File: src/rtl/msp_pkg.sv
// Shared types and constants for the serial protocol v1 frame parser.
package msp_pkg;

   localparam logic [7:0] CHAR_DOLLAR = 8'h24;  // '$'
   localparam logic [7:0] CHAR_M      = 8'h4D;  // 'M'
   localparam logic [7:0] CHAR_LT     = 8'h3C;  // '<'
   localparam logic [7:0] CHAR_GT     = 8'h3E;  // '>'

   typedef enum logic [6:0] {
      PH_IDLE      = 7'b0000001,
      PH_VERSION   = 7'b0000010,
      PH_DIRECTION = 7'b0000100,
      PH_SIZE      = 7'b0001000,
      PH_CMD       = 7'b0010000,
      PH_PAYLOAD   = 7'b0100000,
      PH_CHECKSUM  = 7'b1000000
   } phase_type;

   typedef enum logic [2:0] {
      EV_NONE = 3'd0,
      EV_HDR  = 3'd1,
      EV_DATA = 3'd2,
      EV_GOOD = 3'd3,
      EV_CKS  = 3'd4
   } event_type;

   typedef struct packed {
      phase_type  phase;
      logic       dir_flag;
      logic [7:0] declared_size;
      logic [7:0] cmd;
      logic [7:0] running_xor;
      logic [7:0] byte_count;
   } state_type;

   typedef struct packed {
      event_type  ev;
      logic [7:0] data_byte;
      logic [7:0] payload_index;
      logic [7:0] command;
      logic [7:0] frame_size;
      logic       is_reply;
   } result_type;

endpackage

File: src/rtl/msp_step.sv
// Per-word parser step: next state and result for one received word.
module msp_step (
   input  msp_pkg::state_type  state,
   input  logic [7:0]          rx_byte,
   output msp_pkg::state_type  state_next,
   output msp_pkg::result_type result
);

   logic [7:0] count_inc;

   assign count_inc = state.byte_count + 8'd1;

   always_comb begin
      state_next = state;
      result.ev = msp_pkg::EV_NONE;
      result.data_byte = 8'd0;
      result.payload_index = 8'd0;

      case (state.phase)
         msp_pkg::PH_VERSION: begin
            if (rx_byte == msp_pkg::CHAR_M) begin
               state_next.phase = msp_pkg::PH_DIRECTION;
            end else begin
               state_next.phase = msp_pkg::PH_IDLE;
               result.ev = msp_pkg::EV_HDR;
            end
         end
         msp_pkg::PH_DIRECTION: begin
            if (rx_byte == msp_pkg::CHAR_LT) begin
               state_next.dir_flag = 1'b0;
               state_next.phase = msp_pkg::PH_SIZE;
            end else if (rx_byte == msp_pkg::CHAR_GT) begin
               state_next.dir_flag = 1'b1;
               state_next.phase = msp_pkg::PH_SIZE;
            end else begin
               state_next.phase = msp_pkg::PH_IDLE;
               result.ev = msp_pkg::EV_HDR;
            end
         end
         msp_pkg::PH_SIZE: begin
            state_next.running_xor = rx_byte;
            state_next.declared_size = rx_byte;
            state_next.phase = msp_pkg::PH_CMD;
         end
         msp_pkg::PH_CMD: begin
            state_next.cmd = rx_byte;
            state_next.running_xor = state.running_xor ^ rx_byte;
            state_next.byte_count = 8'd0;
            state_next.phase = (state.declared_size != 8'd0) ? msp_pkg::PH_PAYLOAD
                                                              : msp_pkg::PH_CHECKSUM;
         end
         msp_pkg::PH_PAYLOAD: begin
            result.ev = msp_pkg::EV_DATA;
            result.data_byte = rx_byte;
            result.payload_index = state.byte_count;
            state_next.running_xor = state.running_xor ^ rx_byte;
            if (count_inc == state.declared_size) begin
               state_next.byte_count = 8'd0;
               state_next.phase = msp_pkg::PH_CHECKSUM;
            end else begin
               state_next.byte_count = count_inc;
            end
         end
         msp_pkg::PH_CHECKSUM: begin
            state_next.phase = msp_pkg::PH_IDLE;
            result.ev = (state.running_xor == rx_byte) ? msp_pkg::EV_GOOD
                                                       : msp_pkg::EV_CKS;
         end
         default: begin
            // idle
            if (rx_byte == msp_pkg::CHAR_DOLLAR) begin
               state_next.phase = msp_pkg::PH_VERSION;
            end else begin
               state_next.phase = msp_pkg::PH_IDLE;
               result.ev = msp_pkg::EV_HDR;
            end
         end
      endcase

      // frame fields as they stand once this word is taken in
      result.command = state_next.cmd;
      result.frame_size = state_next.declared_size;
      result.is_reply = state_next.dir_flag;

      // a good frame wipes the frame registers after reporting them
      if (result.ev == msp_pkg::EV_GOOD) begin
         state_next.dir_flag = 1'b0;
         state_next.declared_size = 8'd0;
         state_next.cmd = 8'd0;
         state_next.running_xor = 8'd0;
         state_next.byte_count = 8'd0;
      end
   end

endmodule

File: src/rtl/msp_v1_frame_parser_unit.sv
// Top level of the serial protocol v1 frame parser: handshake, registers, step logic.
//
//   channel | direction | ports                                   | per word
//   --------+-----------+-----------------------------------------+-----------------
//   req     | in        | req_valid req_ready req_rx_byte         | one received byte
//   rsp     | out       | rsp_valid rsp_ready rsp_event_res ...   | one parse event
//
// One word per cycle sustained while rsp does not stall. A taken word sits in the
// input register; once the result slot is free, the step logic updates the parser
// state and loads the result register, which offers the result on rsp.
// Reset clears parser state and both valid flags; the parser starts idle.
// When rsp stalls, one result waits in the result register and one word in the
// input register; req_ready drops only when both are full.
module msp_v1_frame_parser_unit (
   input  logic       clock,
   input  logic       reset,

   input  logic       req_valid,
   output logic       req_ready,
   input  logic [7:0] req_rx_byte,

   output logic       rsp_valid,
   input  logic       rsp_ready,
   output logic [2:0] rsp_event_res,
   output logic [7:0] rsp_data_byte,
   output logic [7:0] rsp_payload_index,
   output logic [7:0] rsp_command,
   output logic [7:0] rsp_frame_size,
   output logic       rsp_is_reply
);

   // input register
   logic       in_valid_ff, in_valid_in;
   logic [7:0] in_byte_ff;

   // parser state
   msp_pkg::state_type state_ff, state_in;

   // result register
   logic                out_valid_ff, out_valid_in;
   msp_pkg::result_type result_ff, result_in;

   logic advance;

   // move the held word through the step when the result slot is free
   assign advance   = in_valid_ff && (!out_valid_ff || rsp_ready);
   assign req_ready = !in_valid_ff || advance;

   assign in_valid_in  = (req_valid && req_ready) || (in_valid_ff && !advance);
   assign out_valid_in = advance || (out_valid_ff && !rsp_ready);

   msp_step u_step (
      .state      (state_ff),
      .rx_byte    (in_byte_ff),
      .state_next (state_in),
      .result     (result_in)
   );

   always_ff @(posedge clock) begin
      if (reset) begin
         in_valid_ff  <= 1'b0;
         out_valid_ff <= 1'b0;
         state_ff     <= '{phase: msp_pkg::PH_IDLE, dir_flag: 1'b0, declared_size: 8'd0,
                           cmd: 8'd0, running_xor: 8'd0, byte_count: 8'd0};
      end else begin
         in_valid_ff  <= in_valid_in;
         out_valid_ff <= out_valid_in;
         if (advance) begin
            state_ff <= state_in;
         end
      end
   end

   // payload registers, no reset
   always_ff @(posedge clock) begin
      if (req_valid && req_ready) begin
         in_byte_ff <= req_rx_byte;
      end
      if (advance) begin
         result_ff <= result_in;
      end
   end

   assign rsp_valid         = out_valid_ff;
   assign rsp_event_res     = 3'(result_ff.ev);
   assign rsp_data_byte     = result_ff.data_byte;
   assign rsp_payload_index = result_ff.payload_index;
   assign rsp_command       = result_ff.command;
   assign rsp_frame_size    = result_ff.frame_size;
   assign rsp_is_reply      = result_ff.is_reply;

endmodule
File: config.mk
export PLATFORM = sky130hd
export DESIGN_NAME = msp_v1_frame_parser_unit
export DESIGN_NICKNAME = d
export VERILOG_FILES = /design/src/rtl/msp_pkg.sv /design/src/rtl/msp_step.sv /design/src/rtl/msp_v1_frame_parser_unit.sv
export SDC_FILE = /design/constraint.sdc
export NUM_CORES = 1
export LEC_CHECK = 0
export ABC_AREA = 0
export BUFFER_PORTS_ARGS = -buffer_cell sky130_fd_sc_hd__buf_2
export CORE_MARGIN = 10
export CORE_UTILIZATION = 40
export DETAILED_ROUTE_END_ITERATION = 16
export PLACE_DENSITY = 0.69
export SYNTH_ARGS = -nofsm -noshare
export SYNTH_HDL_FRONTEND = slang
export SYNTH_SLANG_ARGS = --single-unit
export TNS_END_PERCENT = 30
File: constraint.sdc
create_clock -name clock -period 3.9 [get_ports clock]
set_clock_uncertainty 0.15 [all_clocks]
set_input_delay 0.78 -clock clock [delete_from_list [all_inputs] [get_ports clock]]
set_output_delay 0.78 -clock clock [all_outputs]
set_load 0.03 [all_outputs]
# Yosys cells after proc, flatten, opt, wreduce, memory -nomap -nowiden

Index checks and enable logic that the tools add are counted.

$add $sub $neg: 1
Multipliers: 0
Divide/modulo/power cells: 0
Magnitude comparators: 0
Equal/unequal tests: 14
Shifts and indexed selects: 0
Multiplexer cells: 21
Bitwise operators: 1
Reductions and logical operators: 20

Operators by type and width:

| kind                | count |
|---|---|
| $pmux 7 s6          | 1 |
| $mux 33             | 1 |
| $pmux 8 s2          | 2 |
| $eq 8x6->1 const B  | 3 |
| $mux 8              | 3 |
| $eq 8x8->1          | 2 |
| $pmux 3 s5          | 1 |
| $mux 7              | 2 |
| $mux 3              | 3 |
| $add 8x1->8 const B | 1 |
| $eq 8x7->1 const B  | 1 |
| $reduce_bool 8->1   | 1 |
| $xor 8x8->8         | 1 |
| $eq 7x2->1 const B  | 1 |
| $eq 7x3->1 const B  | 1 |
| $eq 7x4->1 const B  | 1 |
| $eq 7x5->1 const B  | 1 |
| $eq 7x6->1 const B  | 1 |
| $eq 7x7->1 const B  | 1 |
| $reduce_and 2->1    | 3 |
| $reduce_bool 3->1   | 2 |
| $mux 1              | 5 |
| $mux 5              | 1 |
| $logic_and 1x1->1   | 4 |
| other kinds (7)     | 14 |

Flip-flop bits (word level): 86
Bits in latches: 0
Bits in writable memories: 0
Bits in read-only memories: 0
Output and inout bits: 38
Memories: 0

# Logic depth before layout (Yosys ltp)

Gate-level depths: netlist of run 1.

Depth after elaboration: 7
Gate-level depth with buffers: 8
Depth with buffers taken out: 7

# Modules after synthesis

From an unflattened synthesis of run 1, not the netlist that was laid out.

Cell total of the unflattened synthesis: 468
Area, all modules: 4,679.5 sq um

By module, submodules not included:

| module                   | times used | cells an instance | area an instance (sq um) | seq. area each (sq um) |
|---|---|---|---|---|
| msp_v1_frame_parser_unit | 1          | 228               | 3,231.8                  | 2,162.1 |
| msp_step                 | 1          | 240               | 1,447.6                  | 0.0 |

# Worst setup path after synthesis of run 1

Ideal clock, no wire load.

Path kind: input to register
From: in rsp_ready
To: reg result_ff, in the netlist rsp_command[0], enable pin
Setup time: 0.414 ns
Arrival time: 2.474 ns
Data required time: 3.336 ns
Path slack: 0.862 ns
Cell stages on the path: 5
Cell sequence: nor2b_1 -> nand2b_1 -> clkbuf_1 -> inv_1 -> clkbuf_1

Word-level cells in the longest chain between the ends: 2

Ends and longest elaborated chain:

| item                   | line                           | text |
|---|---|---|
| start: declaration     | msp_v1_frame_parser_unit.sv:23 | `input logic rsp_ready,` |
| $logic_or 1x1->1       | msp_v1_frame_parser_unit.sv:46 | `assign advance = in_valid_ff && (!out_valid_ff \|\| rsp_ready);` |
| $logic_and 1x1->1      | msp_v1_frame_parser_unit.sv:46 |  |
| named net advance      | msp_v1_frame_parser_unit.sv:43 | `logic advance;` |
| end signal: assignment | msp_v1_frame_parser_unit.sv:80 | `result_ff <= result_in;` |
| end: declaration       | msp_v1_frame_parser_unit.sv:41 | `msp_pkg::result_type result_ff, result_in;` |

The timed path passes the listed nets, and every way through them passes these cells.
A chain may end at the register's enable or synchronous reset.

# Final worst setup path of run 1

From: reg state_ff[2] (netlist bit)
To: reg state_ff[39] (netlist bit)

Word-level cells in the longest chain between the ends: 4

Ends and longest elaborated chain:

| item                       | line                           | text |
|---|---|---|
| start: declaration         | msp_v1_frame_parser_unit.sv:37 | `msp_pkg::state_type state_ff, state_in;` |
| start signal: assignment   | msp_v1_frame_parser_unit.sv:63 | `state_ff <= '{phase: msp_pkg::PH_IDLE, dir_flag: 1'b0, declared_size: 8'd0,` |
| start signal: assignment   | msp_v1_frame_parser_unit.sv:69 | `state_ff <= state_in;` |
| $add 8x1->8                | msp_step.sv:11                 | `assign count_inc = state.byte_count + 8'd1;` |
| $eq 8x8->1                 | msp_step.sv:57                 | `if (count_inc == state.declared_size) begin` |
| $ne 2x1->1 (no line)       | --                             |  |
| $reduce_and 2->1 (no line) | --                             |  |

Every way passes these cells.

==> results of run 1 <==
registers in the layout, indices dropped and copies added (netlist names), 3 cells and up:
| register | cells |
|---|---|
| in_byte_ff | 8 |
| rsp_data_byte | 8 |
| rsp_event_res | 3 |
| rsp_command | 8 |
| state_ff | 40 |
| rsp_frame_size | 8 |
| rsp_payload_index | 8 |
cell usage in the layout (no fill, tap or decap), types with 3 or more instances in the layout:
cell	count
a21boi_0	3
a21oi_1	15
a22o_1	6
a22oi_1	10
a31oi_1	6
a32o_1	3
and2_1	17
buf_2	49
buf_4	7
clkbuf_8	10
dfxtp_1	42
edfxtp_1	44
inv_1	9
mux2_2	17
nand2_1	22
nand2b_1	3
nand3_1	19
nand4_1	4
nor2_1	34
nor2b_1	6
nor3_1	7
o211ai_1	3
o21ai_0	10
o2bb2ai_1	6
o41ai_1	6
or3_1	4
or4_1	4
xnor2_1	19
xor2_1	4
stage by stage:
stage               hold WS (ns)  area, um^2  power, mW
global placement           0.285        4470       1.12
detailed placement         0.293        4470       1.12
CTS                        0.304        4680       1.76
floorplan                  0.279        4120       1.08
finish                     0.303        4680       1.74
global route               0.323        4680       1.81
worst max-delay path by stage:
stage	from	to	slack, ns	depth (start not counted)
floorplan	rsp_ready	rsp_command[0]	0.86	5
CTS	state_ff[2]	state_ff[5]	1.05	6
detailed placement	rsp_ready	state_ff[2]	1.04	8
finish	state_ff[2]	state_ff[39]	0.99	6
global route	state_ff[2]	state_ff[37]	0.78	6
global placement	rsp_ready	state_ff[2]	1.14	8
worst max-delay path, cell delays in order (launching register included):
cell and delay (ns):
dfxtp_1 0.49, and4_1 0.30, nand4_1 0.15, or3_1 0.40, a2111oi_4 0.82, o21ai_2 0.24, a211oi_1 0.28
power groups by stage:
stage / Sequential [mW] / Clock (mW) / Combinational [mW]
floorplan: 1.03 / 0 / 0.0461
global placement: 1.01 / 0 / 0.110
detailed placement: 1.01 / 0 / 0.111
CTS: 0.987 / 0.664 / 0.111
global route: 0.990 / 0.698 / 0.119
finish: 0.987 / 0.644 / 0.110
cell families (layout without fill, tap and decap cells):
logic type | count (synthesis) | after routing | synth area share (%)
mux | 18 | 18 | 4.89
simple gates | 138 | 138 | 18.3
xor+xnor | 23 | 23 | 4.89
compound gates | 83 | 83 | 15.2
buf+inv | 37 | 83 | 3.98
flops | 86 | 86 | 52.5
fa+ha+maj | 1 | 1 | 0.304
per-layer routing:
metal  GRT usage (%)  wire, um  vias to the layer above
li1                -         -                     1504
met1            16.4      4130                     1495
met2            20.3      4470                      104
met3            3.16       672                       17
met4            6.86       229                        0
met5               0         0                        -
final cells by class:
type	instances	area [um^2]
fillers	934	5230
flip-flops and latches	86	2160
multi-input cells	263	1800
repair buffers	56	298
well taps	133	166
clock buffers	10	138
clock inverters	6	68.8
inverters	11	41.3
==> run summary, run 1 <==
Buffers inserted to repair hold after CTS numbered 0. The number of CTS-inserted buffers is 9. The nature of the critical path startpoint was a flop. For this run, asynchronously set or reset flops after synthesis account for 0%. Setup violations remaining at the end of the flow were counted as 0.

Summed over all layers, the routed wires come to 9510 um. Entering global routing, the biggest net connects 38 pins. Data on the critical path is required at its endpoint by 4.03 ns. Critical path start-end classification: reg -> reg. After routing, the total negative slack on setup checks comes to 0 ns.

Number of global-route vias before repair: 3091. The share of the yosys chip area belonging to registers is 52.5%. Beginning of the worst register-to-register path: state_ff[2].

The chip height came out at 122 um. The count of antenna diodes in the layout was 0. At the end of the flow, the number of nets in the layout was 440. Timing analysis after detailed placement gives a worst setup slack of 1.04 ns. For the post-route worst setup slack, the log shows 0.994 ns. The average instance in the mapped netlist occupies 10.7 um^2. The path with the worst hold slack has its endpoint at state_ff[20]. Synthesis produced 386 cells. The wire length of the first global-routing pass is 15700 um, and the max-slew headroom at the worst pin is 44.4%. The chip width came out at 122 um. TritonCTS built the clock tree.

The H-tree was split into 3 levels. The commonest cells after synthesis are edfxtp_1 (44), dfxtp_1 (42), nor2_1 (34). The floorplan has 36 rows. Once the clock tree was built, the resizer swapped 0 gates to a different size.

The via total after detailed routing came out at 3120. Along the worst path, the maximum fanout reaches 12. The tightest min-delay check is of the reg -> reg type.

Yosys mapped a number of flops with a built-in enable equal to 44. The library cell occupying the most area in the post-synthesis netlist is edfxtp_1. In this run, the clock network consumes 37.0% of the power. After synthesis, the largest area contributor takes up 32.1% of total cell area. The die covers 14800 um^2.

At the worst endpoint, the arrival time is 3.04 ns. The switching part of the total power came out at 24.3%. Ranked by total cell area, the synthesized netlist is headed by edfxtp_1 (32%), dfxtp_1 (20%), mux2_2 (4.6%).

In this run, flip-flops and latches consume 56.7% of the power. The flow ran to the end, and the final reports show no timing, DRC or antenna violations. Number of nets produced by synthesis: 399.

The number of register bits inferred by synthesis is 86, and the total net switching power is 0.423 mW. In this run the tool buffered the top-level ports with 49 buffer cells. The leakage dissipation was 1.66 nW; the clock tree buffer depth was 2. Clock insertion delay at the later pin of the skew report: 0.37 ns. Among all flip-flop cells after synthesis, the most frequent one is edfxtp_1. In this run, placement finished with an instance count of 549.

Pin placement for this block handled 50 I/O pins. The post-route netlist has 23.6% of its cells at a drive strength greater than 1. In the post-synthesis netlist, the cell with the most instances is edfxtp_1.

The final core utilization came out at 47.2%. Number of max-slew violations in the final report: 0. For the detailed-placement wirelength estimate, the log shows 6620 um.

The tools report the reg-to-reg setup timing slack as 0.99 ns. For this run, design rule violations remaining after detail routing come to 0. The share of the clock period used by the worst path after layout came out at 74.5%.

The hold violation total from the final report is 0, and the clock transition at the register clock pins on the worst setup and hold paths after CTS is 0.09 ns. The tools report the aggregate global routing overflow as 0. The global routing usage summed across all routing layers came out at 13.0%. The sink count of the clock tree came out at 86.

The via density per instance was 5.52; the timing-limited maximum frequency was 344 MHz. For this run, the number of Yosys warnings is 0. The unique cell type count in the Yosys netlist is 63, and the cell area after technology mapping is 4120 um^2. The average wire per cell in the routed design is 16.8 um, and the initial antenna violation count is 0. Combinational share of power: 6.3%. The run gives 9910 um^2 as the core box area.

The worst hold path begins at state_ff[20]. The tools report the critical register-to-register path endpoint as state_ff[39]. Dividing total power by cell area gives a power density of 372 nW/um^2. For this configuration, the core starts out at a cell density of 41.6%. The first routing iteration left 253 violations.

After the flow finishes, the layout carries non-filler instances totaling 565. At the pin with the least slew margin, the transition time is 0.832 ns. The tools report the number of detailed-route iterations in the first pass as 4.

The number of nets with antenna violations after routing is 0. The number of setup buffers added after CTS is 0. CTS placed an instance of clkbuf_8 at the clock tree root.

Relative to the synthesized area, the layout overhead comes to 13.4%. Across the run, the number of max-cap violations was 0. IR analysis of the VDD net gives a maximum drop of 0.188 mV. Final critical path time including I/O delays and setup: 2.91 ns. The number of stages on the worst hold path was 2. The internal portion of the total power is 1.32 mW. The congestion estimate from routability-driven global placement came to 0.854. STA classifies the critical path endpoint as a flop. Setup repair after global routing left no endpoint under its margin. Counting cells, the worst reg-to-reg path comes to 6.
Note: power is estimated with default switching activity, not from simulation.
==> inputs of run 2 (changes only) <==
- ABC_AREA: 0 -> 1
- PLACE_DENSITY: 0.69 -> 0.7
- clock period: 3.9 -> 2.7 ns (I/O delays scaled with it)
==> run 2 against run 1 <==
Sequential power grew 45%. Cell count is 21% higher. Synthesized cell count rose by 27%.
==> run summary, run 2 <==
The element type at the critical path end is a flop. After synthesis the netlist holds a flip-flop and latch count of 86. The worst pin sits at a relative slew slack of 50.1%.

In the global route stage, overall resource usage came out at 12.9%. For the post-route setup TNS, the log shows 0 ns. The worst-case hold slack is 0.202 ns, and the maximum level of the CTS H-tree is 3.

Hold violation total from the final report: 0. Among all flip-flop cells after synthesis, the most frequent one is edfxtp_1. STA classifies the critical path startpoint as a flop. The register with the most flip-flops in the final layout is state_ff.

Relative area change from synthesis to final layout: 15.3%. The number of max-slew violations in the final report is 0. The flow ran to the end, and the final reports show no timing, DRC or antenna violations. In this run the vertical extent of the chip is 121 um.

The later pin in the worst-skew pair is clocked with a latency of 0.36 ns. After clock tree synthesis, the clock-pin slew on the worst setup and hold paths is 0.09 ns. Sequential power share: 53.7%.

Setup repair after global routing left no endpoint under its margin. The most common cell after layout, fill and taps aside is nand2_1. The logs give 3362 for the via total after detailed routing and 0 for the max-capacitance violation count. Wires add up to 9220 um.

TritonCTS built the clock tree. The internal power of the cells totals 2.00 mW. Before antenna repair, the detailed router went through 4 iterations. The count of buffers added on input and output ports is 49. For the wire length of the first global-routing pass, the log shows 15400 um. The number of top-level pins is 50. The number of flip-flops under the largest register name is 40, and the cts-stage hold buffer count is 0.

The number of stages on the worst hold path came out at 1. Once detail routing completed, the nets flagged for antenna violations numbered 0. IR analysis of the VDD net gives a maximum drop of 0.268 mV. The worst register-to-register path has a depth of 13. The floorplan step defined a core boundary enclosing 9820 um^2.

The worst setup path is of the reg -> reg kind. Clock tree synthesis selected as its root buffer the cell clkbuf_8. The final count of negative-setup-slack endpoints is 0.

Total number of nets in the final design: 556. The clock network is responsible for 38.3% of the overall power. For the worst setup path, the data arrival time is 2.24 ns. Counting I/O delays and the setup requirement, the final critical path takes 2.14 ns.

The chip width is 121 um, and the DRC marker count from the first detailed-route iteration is 215. In this run the power spent charging and discharging nets is 0.662 mW. For the combinational share of power, the log shows 8.0%. After detailed routing, the number of vias per cell comes to 4.94. The die covers 14600 um^2. Counting along the longest clock path gives a buffer depth of 2.

Sink count of the clock tree: 86. The post-CTS setup buffer count is 0. Leaving out fill and tap cells, the most frequent cells in the layout are nand2_1 (138), nor2_1 (50), buf_2 (49).

Share of synthesized registers carrying an async set or reset: 0%. The aggregate global routing overflow was 0. For the unique cell type count in the Yosys netlist, the log shows 36.

Ranked by instance count, the synthesized netlist is headed by nand2_1 (138), nor2_1 (50), a21oi_1 (44), edfxtp_1 (44), inv_1 (44). The analysis attributes to cell leakage a power of 1.96 nW. Net switching is 24.9% of the power. Counting the fill cells in the layout gives 938. In this run, synthesis inferred 44 flip-flops with an integrated enable. The number of nets produced by synthesis is 503, and the count of antenna diodes in the layout is 0. The largest fanout on the critical path came out at 13.

The routability congestion estimate came out at 0.878. The number of placement rows was 36. Ranked by total cell area, the synthesized netlist is headed by edfxtp_1 (33%), dfxtp_1 (21%), nand2_1 (13%).

After detailed routing, the average wire length per cell comes to 13.5 um. Timing-limited maximum frequency: 467 MHz. The synthesized netlist occupies a cell area of 4060 um^2.

For this run, the register share of the synthesized area comes to 53.2%. The most frequent cell after synthesis was nand2_1. Share of final-layout standard cells stronger than drive strength 1: 19.3%. Count of instances resized after the clock tree is built: 0. edfxtp_1 takes more of the synthesized area than any other cell. The count of unresolved DRC violations after routing was 0; the average instance area after synthesis was 8.29 um^2.

The required time at the endpoint of the critical path is 2.80 ns. The class of the worst hold path was in -> reg. The initial antenna violation count came out at 0. Clock tree synthesis inserted a total of 9 buffers. Detailed placement finished with a half-perimeter wire length of 6710 um. The initial core utilization is 41.4%. The maximum number of pins on one net before global-route repair is 28, and the number of global-route vias before repair is 3269.

The synthesized netlist cell count was 490. The share of the clock period used by the worst path after layout was 79.3%; the measured slew at the worst slew-check pin was 0.748 ns. The total power divided by cell area was 569 nW/um^2; the fraction of synthesized cell area taken by the top area cell type was 32.5%.

The tools report the number of warning messages in the yosys log as 0. For the final core utilization, the log shows 47.7%.
## run 2: routing by layer
layer,GRT usage (%),vias to the layer above,part of all wire [%]
met5,0,-,0
met1,15.1,1553,43
met2,21.8,89,48
met4,4.30,0,1.5
li1,-,1710,-
met3,4.28,10,7.4
## run 2: path summary, 6_finish.rpt
kind                                     start            end  slack [ns]
worst min-delay path            req_rx_byte[3]  in_byte_ff[3]        0.20
worst max-delay path               state_ff[1]   state_ff[35]        0.56
worst max register to register     state_ff[1]   state_ff[35]        0.56
worst min register to register    state_ff[20]   state_ff[20]        0.32
## run 2: worst max-delay path, cell delays in order (launching register included)
cell     delay, ns
dfxtp_1       0.36
ha_1          0.21
nand2_2       0.13
inv_1         0.07
nor2_1        0.14
nand2_1       0.06
nand2_1       0.06
nand3_1       0.10
nor2_2        0.17
nand3_4       0.17
nand2_4       0.17
nand3_1       0.09
nand2_1       0.08
nor2_1        0.06
## run 2: cells by family (layout without fill, tap and decap cells)
logic type / Yosys count / in the layout / synth area share, %
XOR/XNOR: 8 / 8 / 1.72
adder cells (fa/ha/maj): 1 / 1 / 0.308
buffers and inverters: 68 / 126 / 6.74
flip-flops: 86 / 86 / 53.2
AO/OA/AOI/OAI: 64 / 64 / 8.53
AND/OR/NAND/NOR: 263 / 263 / 29.5
## run 2: stage by stage
stage / instances / power (mW) / instance area [um^2] / setup slack, ns
floorplan: 490 / 1.61 / 4060 / 0.618
global route: 681 / 2.76 / 4680 / 0.420
global placement: 665 / 1.67 / 4460 / 0.741
detailed placement: 665 / 1.67 / 4460 / 0.674
finish: 681 / 2.66 / 4680 / 0.560
CTS: 681 / 2.69 / 4680 / 0.575
## run 2: layout make-up
cell class | count | area (um^2) | share of cell area [%]
Clock inverter | 7 | 101 | 2.16
Multi-Input combinational cell | 336 | 1630 | 34.7
Timing Repair Buffer | 57 | 305 | 6.52
Sequential cell | 86 | 2160 | 46.2
Clock buffer | 9 | 124 | 2.64
Tap cell | 133 | 166 | 3.55
Inverter | 53 | 199 | 4.25
## run 2: power by group through the flow
| stage | combinational (mW) | sequential (mW) | clock [mW] |
|---|---|---|---|
| after global placement | 0.209 | 1.46 | 0 |
| final | 0.214 | 1.43 | 1.02 |
| after detailed placement | 0.215 | 1.46 | 0 |
| after CTS | 0.216 | 1.43 | 1.04 |
| after floorplan | 0.114 | 1.49 | 0 |
| after global routing | 0.238 | 1.43 | 1.09 |
